[config.mk]
export PLATFORM = sky130hd
export DESIGN_NAME = quaternion_julia_voxel_escape
export DESIGN_NICKNAME = d
export VERILOG_FILES = /design/src/rtl/core/qjve_pkg.sv /design/src/rtl/core/quaternion_julia_voxel_escape.sv /design/src/rtl/core/qjve_mac.sv /design/src/rtl/core/qjve_level.sv
export SDC_FILE = /design/constraint.sdc
export NUM_CORES = 2
export LEC_CHECK = 0
export BUFFER_PORTS_ARGS = -buffer_cell sky130_fd_sc_hd__buf_4
export CAP_MARGIN = 20
export CORE_ASPECT_RATIO = 1.5
export CORE_UTILIZATION = 65
export CTS_CLUSTER_DIAMETER = 100
export DETAILED_ROUTE_END_ITERATION = 8
export GPL_TIMING_DRIVEN = 0
export PLACE_DENSITY_LB_ADDON = 0.3
export RECOVER_POWER = 25
export SETUP_SLACK_MARGIN = 0.5
export SLEW_MARGIN = 20
export SYNTH_ARGS = -nofsm -noshare
export SYNTH_HDL_FRONTEND = slang
export SYNTH_SLANG_ARGS = --single-unit
[constraint.sdc]
create_clock -name i_clk -period 12.1 [get_ports i_clk]
set_input_delay 0.605 -clock i_clk [delete_from_list [all_inputs] [get_ports i_clk]]
set_output_delay 0.605 -clock i_clk [all_outputs]
set_load 0.02 [all_outputs]
[src/rtl/core/qjve_pkg.sv]
`timescale 1ns / 1ps
package qjve_pkg;

    localparam int VOL_W = 64;
    localparam int VOL_H = 64;
    localparam int VOL_D = 64;
    localparam int VolWm1 = VOL_W - 1;
    localparam int VolHm1 = VOL_H - 1;
    localparam int VolDm1 = VOL_D - 1;

    localparam int FRAC_BITS = 18;
    localparam int Q_W       = 24;
    localparam int PROD_W    = 2 * Q_W;
    localparam int ACC_W     = PROD_W + 2;
    localparam int CRD_W     = 6;
    localparam int LIM_W     = 10;
    localparam int LVL_W     = 4;
    localparam int VAL_W     = 8;
    localparam int THR_W     = 30;
    localparam int CFG_W     = 30;
    localparam int CFG_IDX_W = 3;

    typedef logic signed [Q_W-1:0] t_q;
    typedef t_q t_coord_tab [2**CRD_W];

    typedef enum logic [1:0] {
        MAC_HOLD = 2'd0,
        MAC_LOAD = 2'd1,
        MAC_ADD  = 2'd2,
        MAC_SUB  = 2'd3
    } t_mac_op;

    localparam logic [CFG_IDX_W-1:0] REG_C_REAL = 3'd0;
    localparam logic [CFG_IDX_W-1:0] REG_C_I    = 3'd1;
    localparam logic [CFG_IDX_W-1:0] REG_C_J    = 3'd2;
    localparam logic [CFG_IDX_W-1:0] REG_C_K    = 3'd3;
    localparam logic [CFG_IDX_W-1:0] REG_PLANE  = 3'd4;
    localparam logic [CFG_IDX_W-1:0] REG_MODE   = 3'd5;
    localparam logic [CFG_IDX_W-1:0] REG_LIMIT  = 3'd6;
    localparam logic [CFG_IDX_W-1:0] REG_THR    = 3'd7;

    localparam logic [1:0] MODE_REAL = 2'd0;
    localparam logic [1:0] MODE_I    = 2'd1;
    localparam logic [1:0] MODE_J    = 2'd2;
    localparam logic [1:0] MODE_K    = 2'd3;

    localparam logic [LIM_W-1:0] LIMIT_RESET = 10'd16;
    localparam logic [THR_W-1:0] THR_RESET   = 30'd4194304;

    // coordinate n -> n * 2 / (S - 1) - 1 in q6.18 (fraction truncated), index clamped to S - 1
    function automatic t_coord_tab build_x();
        t_coord_tab tab;
        int m;
        for (int i = 0; i < 2**CRD_W; i++) begin
            m = (i > VolWm1) ? VolWm1 : i;
            tab[i] = t_q'((m * (2 ** (FRAC_BITS + 1))) / VolWm1 - 2 ** FRAC_BITS);
        end
        return tab;
    endfunction

    function automatic t_coord_tab build_y();
        t_coord_tab tab;
        int m;
        for (int i = 0; i < 2**CRD_W; i++) begin
            m = (i > VolHm1) ? VolHm1 : i;
            tab[i] = t_q'((m * (2 ** (FRAC_BITS + 1))) / VolHm1 - 2 ** FRAC_BITS);
        end
        return tab;
    endfunction

    function automatic t_coord_tab build_z();
        t_coord_tab tab;
        int m;
        for (int i = 0; i < 2**CRD_W; i++) begin
            m = (i > VolDm1) ? VolDm1 : i;
            tab[i] = t_q'((m * (2 ** (FRAC_BITS + 1))) / VolDm1 - 2 ** FRAC_BITS);
        end
        return tab;
    endfunction

    localparam t_coord_tab COORD_X = build_x();
    localparam t_coord_tab COORD_Y = build_y();
    localparam t_coord_tab COORD_Z = build_z();

    function automatic logic [VAL_W-1:0] therm(input logic [LVL_W-1:0] lvl);
        logic [VAL_W:0] ones;
        ones = (lvl > LVL_W'(VAL_W)) ? {(VAL_W+1){1'b1}}
                                     : ((VAL_W+1)'(1) << lvl) - (VAL_W+1)'(1);
        return ones[VAL_W-1:0];
    endfunction

endpackage

[src/rtl/core/quaternion_julia_voxel_escape.sv]
`timescale 1ns / 1ps
// Evaluates one voxel of a quaternion Julia set per item. An item is taken when start is
// high and busy is low; busy stays high until the result, which appears for exactly one
// cycle with o_done and must be captured then. All quaternion work runs through one
// shared 24x24 multiplier with an accumulator, used 11 times per iteration. The number
// of iterations run is the escape count plus one on bailout, else iteration_limit; the
// count is then scaled to a level. Configuration registers may be written only while
// busy is low.
module quaternion_julia_voxel_escape (
    input  logic                              i_clk,
    input  logic                              i_rst_n,
    input  logic                              start,
    output logic                              busy,
    input  logic [qjve_pkg::CRD_W-1:0]        i_voxel_x,
    input  logic [qjve_pkg::CRD_W-1:0]        i_voxel_y,
    input  logic [qjve_pkg::CRD_W-1:0]        i_voxel_z,
    input  logic                              i_cfg_we,
    input  logic [qjve_pkg::CFG_IDX_W-1:0]    i_cfg_idx,
    input  logic [qjve_pkg::CFG_W-1:0]        i_cfg_data,
    output logic                              o_done,
    output logic [qjve_pkg::VAL_W-1:0]        o_voxel_value,
    output logic [qjve_pkg::LIM_W-1:0]        o_escape_count
);
    import qjve_pkg::*;

    typedef enum logic [2:0] {
        S_IDLE  = 3'b001,
        S_ITER  = 3'b010,
        S_LEVEL = 3'b100
    } t_state;

    localparam logic [3:0] STEP_AA   = 4'd0;
    localparam logic [3:0] STEP_BB   = 4'd1;
    localparam logic [3:0] STEP_CC   = 4'd2;
    localparam logic [3:0] STEP_DD   = 4'd3;
    localparam logic [3:0] STEP_AB   = 4'd4;
    localparam logic [3:0] STEP_AC   = 4'd5;
    localparam logic [3:0] STEP_AD   = 4'd6;
    localparam logic [3:0] STEP_N0   = 4'd7;
    localparam logic [3:0] STEP_N1   = 4'd8;
    localparam logic [3:0] STEP_N2   = 4'd9;
    localparam logic [3:0] STEP_N3   = 4'd10;
    localparam logic [3:0] STEP_TEST = 4'd12;
    localparam logic [3:0] CAP_FIRST = 4'd5;
    localparam logic [3:0] CAP_LAST  = 4'd8;
    localparam int         SUM_W     = 34;
    localparam logic signed [SUM_W-1:0] SUM_HI = SUM_W'(2 ** (Q_W - 1) - 1);
    localparam logic signed [SUM_W-1:0] SUM_LO = -SUM_W'(2 ** (Q_W - 1));

    t_state             r_state;
    logic [3:0]         r_step;
    t_q                 r_c [4];
    t_q                 r_pv;
    logic [1:0]         r_pmode;
    logic [LIM_W-1:0]   r_limit;
    logic [THR_W-1:0]   r_thr;
    t_q                 r_q [4];
    t_q                 r_nq [4];
    logic [LIM_W-1:0]   r_count;
    logic               r_lvl_go;

    t_q                 init_q [4];
    t_q                 mx, my, mz;
    t_q                 mac_a, mac_b;
    t_mac_op            op_sel, mac_op;
    logic signed [ACC_W-1:0] acc;
    logic [1:0]         cap_idx;
    logic               cap_en;
    logic signed [SUM_W-1:0] part_sum;
    t_q                 part_sat;
    logic               escape;
    logic [LIM_W-1:0]   count_inc;
    logic               last_iter;
    logic               lvl_done;
    logic [LVL_W-1:0]   lvl;

    assign busy = (r_state != S_IDLE);

    // configuration
    always_ff @(posedge i_clk) begin
        if (!i_rst_n) begin
            r_c[0]  <= '0;
            r_c[1]  <= '0;
            r_c[2]  <= '0;
            r_c[3]  <= '0;
            r_pv    <= '0;
            r_pmode <= MODE_REAL;
            r_limit <= LIMIT_RESET;
            r_thr   <= THR_RESET;
        end else if (i_cfg_we) begin
            unique case (i_cfg_idx)
                REG_C_REAL: r_c[0]  <= i_cfg_data[Q_W-1:0];
                REG_C_I:    r_c[1]  <= i_cfg_data[Q_W-1:0];
                REG_C_J:    r_c[2]  <= i_cfg_data[Q_W-1:0];
                REG_C_K:    r_c[3]  <= i_cfg_data[Q_W-1:0];
                REG_PLANE:  r_pv    <= i_cfg_data[Q_W-1:0];
                REG_MODE:   r_pmode <= i_cfg_data[1:0];
                REG_LIMIT:  r_limit <= i_cfg_data[LIM_W-1:0];
                REG_THR:    r_thr   <= i_cfg_data[THR_W-1:0];
                default:    r_thr   <= r_thr;
            endcase
        end
    end

    // starting point
    assign mx = COORD_X[i_voxel_x];
    assign my = COORD_Y[i_voxel_y];
    assign mz = COORD_Z[i_voxel_z];

    always_comb begin
        unique case (r_pmode)
            MODE_REAL: begin
                init_q[0] = r_pv; init_q[1] = mx;   init_q[2] = my;   init_q[3] = mz;
            end
            MODE_I: begin
                init_q[0] = mx;   init_q[1] = r_pv; init_q[2] = my;   init_q[3] = mz;
            end
            MODE_J: begin
                init_q[0] = mx;   init_q[1] = my;   init_q[2] = r_pv; init_q[3] = mz;
            end
            default: begin
                init_q[0] = mx;   init_q[1] = my;   init_q[2] = mz;   init_q[3] = r_pv;
            end
        endcase
    end

    // multiplier schedule
    always_comb begin
        unique case (r_step)
            STEP_AA: begin mac_a = r_q[0];  mac_b = r_q[0];  op_sel = MAC_LOAD; end
            STEP_BB: begin mac_a = r_q[1];  mac_b = r_q[1];  op_sel = MAC_SUB;  end
            STEP_CC: begin mac_a = r_q[2];  mac_b = r_q[2];  op_sel = MAC_SUB;  end
            STEP_DD: begin mac_a = r_q[3];  mac_b = r_q[3];  op_sel = MAC_SUB;  end
            STEP_AB: begin mac_a = r_q[0];  mac_b = r_q[1];  op_sel = MAC_LOAD; end
            STEP_AC: begin mac_a = r_q[0];  mac_b = r_q[2];  op_sel = MAC_LOAD; end
            STEP_AD: begin mac_a = r_q[0];  mac_b = r_q[3];  op_sel = MAC_LOAD; end
            STEP_N0: begin mac_a = r_nq[0]; mac_b = r_nq[0]; op_sel = MAC_LOAD; end
            STEP_N1: begin mac_a = r_nq[1]; mac_b = r_nq[1]; op_sel = MAC_ADD;  end
            STEP_N2: begin mac_a = r_nq[2]; mac_b = r_nq[2]; op_sel = MAC_ADD;  end
            STEP_N3: begin mac_a = r_nq[3]; mac_b = r_nq[3]; op_sel = MAC_ADD;  end
            default: begin mac_a = r_nq[0]; mac_b = r_nq[0]; op_sel = MAC_HOLD; end
        endcase
    end

    assign mac_op = (r_state == S_ITER) ? op_sel : MAC_HOLD;

    qjve_mac u_mac (
        .i_clk   (i_clk),
        .i_rst_n (i_rst_n),
        .i_a     (mac_a),
        .i_b     (mac_b),
        .i_op    (mac_op),
        .o_acc   (acc)
    );

    // new part: real sum scaled by 2^-18, cross terms 2ab by 2^-17, plus c, saturated
    assign cap_en  = (r_state == S_ITER) && (r_step >= CAP_FIRST) && (r_step <= CAP_LAST);
    assign cap_idx = 2'(r_step - CAP_FIRST);

    always_comb begin
        if (r_step == CAP_FIRST) begin
            part_sum = SUM_W'(acc >>> FRAC_BITS) + SUM_W'(r_c[cap_idx]);
        end else begin
            part_sum = SUM_W'(acc >>> (FRAC_BITS - 1)) + SUM_W'(r_c[cap_idx]);
        end
        if (part_sum > SUM_HI) begin
            part_sat = {1'b0, {(Q_W-1){1'b1}}};
        end else if (part_sum < SUM_LO) begin
            part_sat = {1'b1, {(Q_W-1){1'b0}}};
        end else begin
            part_sat = part_sum[Q_W-1:0];
        end
    end

    assign escape    = acc[ACC_W-1:FRAC_BITS] > (ACC_W-FRAC_BITS)'(r_thr);
    assign count_inc = r_count + LIM_W'(1);
    assign last_iter = escape || (count_inc == r_limit);

    // sequencer
    always_ff @(posedge i_clk) begin
        if (!i_rst_n) begin
            r_state  <= S_IDLE;
            r_lvl_go <= 1'b0;
            o_done   <= 1'b0;
        end else begin
            r_lvl_go <= 1'b0;
            o_done   <= 1'b0;
            unique case (r_state)
                S_IDLE: begin
                    if (start) begin
                        if (r_limit == '0) begin
                            r_state  <= S_LEVEL;
                            r_lvl_go <= 1'b1;
                        end else begin
                            r_state <= S_ITER;
                        end
                    end
                end
                S_ITER: begin
                    if (r_step == STEP_TEST && last_iter) begin
                        r_state  <= S_LEVEL;
                        r_lvl_go <= 1'b1;
                    end
                end
                S_LEVEL: begin
                    if (lvl_done) begin
                        r_state <= S_IDLE;
                        o_done  <= 1'b1;
                    end
                end
                default: r_state <= S_IDLE;
            endcase
        end
    end

    // datapath
    always_ff @(posedge i_clk) begin
        if (r_state == S_IDLE && start) begin
            r_q     <= init_q;
            r_count <= '0;
            r_step  <= STEP_AA;
        end else if (r_state == S_ITER) begin
            if (cap_en) begin
                r_nq[cap_idx] <= part_sat;
            end
            if (r_step == STEP_TEST) begin
                r_step <= STEP_AA;
                if (!escape) begin
                    r_count <= count_inc;
                    r_q     <= r_nq;
                end
            end else begin
                r_step <= r_step + 4'd1;
            end
        end
        if (r_state == S_LEVEL && lvl_done) begin
            o_voxel_value  <= therm(lvl);
            o_escape_count <= r_count;
        end
    end

    qjve_level u_level (
        .i_clk   (i_clk),
        .i_rst_n (i_rst_n),
        .i_start (r_lvl_go),
        .i_count (r_count),
        .i_limit (r_limit),
        .o_done  (lvl_done),
        .o_level (lvl)
    );

    a_accept_busy: assert property (@(posedge i_clk) disable iff (!i_rst_n)
        (start && !busy) |=> busy)
        else $error("accepted item did not raise busy");

    a_done_idle: assert property (@(posedge i_clk) disable iff (!i_rst_n)
        o_done |-> (r_state == S_IDLE))
        else $error("result strobe outside idle");

    a_zero_count: assert property (@(posedge i_clk) disable iff (!i_rst_n)
        (o_done && o_escape_count == '0) |-> (o_voxel_value == '0))
        else $error("nonzero value for zero count");

    a_therm: assert property (@(posedge i_clk) disable iff (!i_rst_n)
        o_done |-> ((o_voxel_value & VAL_W'(o_voxel_value + VAL_W'(1))) == '0))
        else $error("voxel value not a thermometer code");

    a_level_go: assert property (@(posedge i_clk) disable iff (!i_rst_n)
        r_lvl_go |-> (r_state == S_LEVEL))
        else $error("level scaling started outside level state");

endmodule

[src/rtl/core/qjve_mac.sv]
`timescale 1ns / 1ps
module qjve_mac (
    input  logic                               i_clk,
    input  logic                               i_rst_n,
    input  qjve_pkg::t_q                       i_a,
    input  qjve_pkg::t_q                       i_b,
    input  qjve_pkg::t_mac_op                  i_op,
    output logic signed [qjve_pkg::ACC_W-1:0]  o_acc
);
    import qjve_pkg::*;

    logic signed [PROD_W-1:0] r_prod;
    t_mac_op                  r_op;
    logic signed [ACC_W-1:0]  r_acc;
    logic signed [ACC_W-1:0]  n_acc;

    always_ff @(posedge i_clk) begin
        r_prod <= PROD_W'(i_a) * PROD_W'(i_b);
        r_acc  <= n_acc;
    end

    always_ff @(posedge i_clk) begin
        if (!i_rst_n) begin
            r_op <= MAC_HOLD;
        end else begin
            r_op <= i_op;
        end
    end

    always_comb begin
        unique case (r_op)
            MAC_LOAD: n_acc = ACC_W'(r_prod);
            MAC_ADD:  n_acc = r_acc + ACC_W'(r_prod);
            MAC_SUB:  n_acc = r_acc - ACC_W'(r_prod);
            default:  n_acc = r_acc;
        endcase
    end

    assign o_acc = r_acc;

endmodule

[src/rtl/core/qjve_level.sv]
`timescale 1ns / 1ps
module qjve_level (
    input  logic                          i_clk,
    input  logic                          i_rst_n,
    input  logic                          i_start,
    input  logic [qjve_pkg::LIM_W-1:0]    i_count,
    input  logic [qjve_pkg::LIM_W-1:0]    i_limit,
    output logic                          o_done,
    output logic [qjve_pkg::LVL_W-1:0]    o_level
);
    import qjve_pkg::*;

    logic               r_run;
    logic               r_done;
    logic [2:0]         r_k;
    logic [LIM_W+3:0]   r_sum;
    logic [LIM_W+2:0]   r_tgt;
    logic [LIM_W-1:0]   r_lim;
    logic [LVL_W-1:0]   r_lvl;
    logic               hit;

    // level = number of k in 1..8 with k * limit <= 8 * count (0 when limit is 0)
    assign hit = (r_sum != '0) && (r_sum <= {1'b0, r_tgt});

    always_ff @(posedge i_clk) begin
        if (!i_rst_n) begin
            r_run  <= 1'b0;
            r_done <= 1'b0;
        end else begin
            r_done <= 1'b0;
            if (i_start) begin
                r_run <= 1'b1;
            end else if (r_run && r_k == 3'd7) begin
                r_run  <= 1'b0;
                r_done <= 1'b1;
            end
        end
    end

    always_ff @(posedge i_clk) begin
        if (i_start) begin
            r_k   <= '0;
            r_sum <= (LIM_W+4)'(i_limit);
            r_lim <= i_limit;
            r_tgt <= {i_count, 3'b000};
            r_lvl <= '0;
        end else if (r_run) begin
            r_k   <= r_k + 3'd1;
            r_sum <= r_sum + (LIM_W+4)'(r_lim);
            if (hit) begin
                r_lvl <= r_lvl + LVL_W'(1);
            end
        end
    end

    assign o_done  = r_done;
    assign o_level = r_lvl;

endmodule
==> results.sh <==
export IMPL_violations="design-rule violations, max-capacitance violations, max-slew violations"
export IMPL_maxSlewViolCount=32
export IMPL_fill_cells=6182
export IMPL_cts_num_sinks=534
export IMPL_worst_pin_slew_ns=1.68
export IMPL_synth_edf_count=386
export IMPL_cts_tree="built"
export IMPL_setup_tns_ns=0
export IMPL_cts_buffers=52
export IMPL_finalWorstSetupSlack_ns=0.769
export IMPL_cp_top_family="adder cells"
export IMPL_io_buffers=72
export IMPL_fin_nets=6729
export IMPL_yosysUniqueCellTypes=94
export IMPL_drv_cap=4
export IMPL_grt_max_degree=51
export IMPL_drc=35
export IMPL_netlist_area_um2=52500
export IMPL_core_um2=79900
export IMPL_crit_type="flop to flop"
export IMPL_slew_headroom_pct=-12.7
export IMPL_fin_skew_ns=0.0620
export IMPL_gp_congestion=1.11
export IMPL_io_pin_count=75
export IMPL_antenna_left=0
export IMPL_fin_cells=6838
export IMPL_antenna_found_initial=18
export IMPL_vias_per_cell=6.61
export IMPL_ys_warn_count=0
export IMPL_place_inst=6731
export IMPL_regArea_um2=14600
export IMPL_critPathLaunchType="flop"
export IMPL_die_h_um=350
export IMPL_layout_min_cycle_time_ns=11.33
export IMPL_final_common_cell="inv_1"
export IMPL_pre_cts_slack_ns=-0.509
export IMPL_drt_initial_drc_count=5415
export IMPL_crit_top_cell="fa_1"
export IMPL_cp_max_fo=10
export IMPL_cts_max_path_buffers=3
export IMPL_async_flop_share_pct=0
export IMPL_syn_num_nets=6585
export IMPL_dr_total_vias=45200
export IMPL_routed_wl_mm=197
export IMPL_ys_ff_latch=534
export IMPL_critPathMaxStageDelay_ns=0.94
export IMPL_root_buffer="clkbuf_16"
export IMPL_ys_seq_area_share_pct=27.7
export IMPL_area_delta_synth_final_pct=7.71
export IMPL_status="finished with violations"
export IMPL_setup_viol=0
export IMPL_layout_drive_gt1_share_pct=6.55
export IMPL_num_rows=127
export IMPL_worst_setup_path_end_kind="flop"
export IMPL_dp_hpwl_mm=154
export IMPL_worst_ep_arrival_time_ns=11.84
export IMPL_grt_pass1_vias=46700
export IMPL_die_w_um=234
export IMPL_holdBufCountCts=0
export IMPL_worstPathRequired_ns=12.61
export IMPL_synth_cells=5614
export IMPL_cp_num_buf_inv=8
export IMPL_overflow=0
export IMPL_fin_crit_sh_pct=93.6
export IMPL_fmax_ghz=0.0883
export IMPL_clkLatencyLatePin_ns=0.66
export IMPL_rsz0062_at_grt="no"
export IMPL_grt_pass1_wl_mm=292
export IMPL_initial_utilization_pct=65.7
export IMPL_hold_violations=0
export IMPL_cp_slowest_cell="fa_1"
export IMPL_htree_levels=2
export IMPL_wl_per_cell_um=28.9
export IMPL_die_area_um2=82000
export IMPL_hold_class="input port to flop"
export IMPL_final_cell_mix="inv_1 (825), nand2_1 (819), fa_1 (607)"
export IMPL_grt_total_usage_pct=49.9
export IMPL_first_pass_iters=9
export IMPL_multi_input_area_um2=34100
export IMPL_path_clk_slew_ns=0.07
export IMPL_ys_flop_type="edfxtp_1"
export IMPL_fin_util_pct=70.8
export IMPL_avgSynthCellArea_um2=9.36
sequential cells by signal, indices dropped and copies added (netlist names), 4 cells and up:
| name | cells |
|---|---|
| r_c | 96 |
| r_nq | 96 |
| r_q | 96 |
| u_mac.o_acc | 50 |
| u_mac.r_prod | 48 |
| r_thr | 30 |
| r_pv | 24 |
| u_level.r_sum | 14 |
| o_escape_count | 10 |
| r_count | 10 |
| r_limit | 10 |
| u_level.r_lim | 10 |
| u_level.r_tgt | 10 |
| o_voxel_value | 8 |
| r_step | 4 |
| u_level.o_level | 4 |
routing by layer:
layer  global-route usage, %  vias to the layer above  share of wire (%)
li1                        -                    19000                  -
met1                    49.4                    21800                 30
met2                    78.8                     2992                 46
met3                    18.6                     1316                 11
met4                    49.2                       24                 13
met5                       0                        -              0.085
worst min-delay path, cell delays in order:
cell     delay, ns
buf_4         0.11
nand2_1       0.05
a21oi_1       0.05
cells in the mapped netlist (all sizes together) (14+ instances only):
library cell  number  share of area [%]
and2             176                2.1
mux2              41               0.89
or2               20               0.24
inv              825                5.9
a21o              90                1.3
or3               20               0.24
a22oi             57               0.81
nor2b             32               0.40
nand3             80               0.76
a31oi             26               0.34
mux4              24                1.0
mux2i             16               0.30
o211ai            17               0.25
fa               611                 23
edfxtp           386                 22
xnor2            144                2.4
buf               24               0.23
nor4              23               0.30
a222oi            43               0.82
nand2            821                5.9
o21bai            20               0.29
a211oi            25               0.36
nor2             336                2.4
nand4             49               0.58
a221oi            14               0.23
and3              20               0.24
a22o              15               0.25
o22ai             14               0.17
ha               305                7.3
o31ai             33               0.48
o21a              43               0.61
o21ai            218                2.1
clkbuf           239                1.7
xor2              82                1.4
nor3              46               0.45
dfxtp            148                5.6
nand2b            27               0.32
a21oi            361                3.5
a221o             14               0.27
layout make-up:
type | count | area share, %
Tap cell | 1032 | 2.28
Inverter | 825 | 5.47
Clock buffer | 66 | 2.54
Clock inverter | 31 | 0.659
Sequential cell | 534 | 25.7
Timing Repair Buffer | 90 | 1.11
Multi-Input combinational cell | 3992 | 60.3
Buffer | 263 | 1.93
Antenna cell | 5 | 0.0221
repair_timing:
action	in CTS	in global routing
setup buffers	0	4
pin swaps	1	3
setup endpoints to repair	16	21
gates resized for setup	22	111
per-stage QoR:
step	instance area, um^2	hold WS (ns)
after global placement	54400	0.443
after CTS	56600	0.185
final	56600	0.206
after floorplan	52500	0.424
after detailed placement	54700	0.448
after global routing	56600	0.198
final timing paths:
path	from	to	slack, ns	depth (start not counted)
worst min-delay path	i_cfg_data[29]	r_thr[29]$_SDFFE_PN0P_	0.21	3
worst max register to register	r_step[1]$_SDFFE_PP0N_	u_mac.r_prod[47]$_DFF_P_	0.77	31
worst max-delay path	r_step[1]$_SDFFE_PP0N_	u_mac.r_prod[47]$_DFF_P_	0.77	31
worst min register to register	r_thr[15]$_SDFFE_PN0P_	r_thr[15]$_SDFFE_PN0P_	0.45	2
cells by family after synthesis:
| family | count (synthesis) | share of synthesized area [%] |
|---|---|---|
| DFF | 534 | 27.7 |
| and+or+nand+nor | 1693 | 14.6 |
| muxes | 81 | 2.22 |
| buffers and inverters | 1088 | 7.84 |
| adders and majority gates | 916 | 30.5 |
| xor gates and xnor gates | 226 | 3.77 |
| AOI/OAI and AO/OA | 1076 | 13.3 |
Power is not shown: default switching activity piles up to over one toggle a cycle in this logic, so the estimate is an artifact.
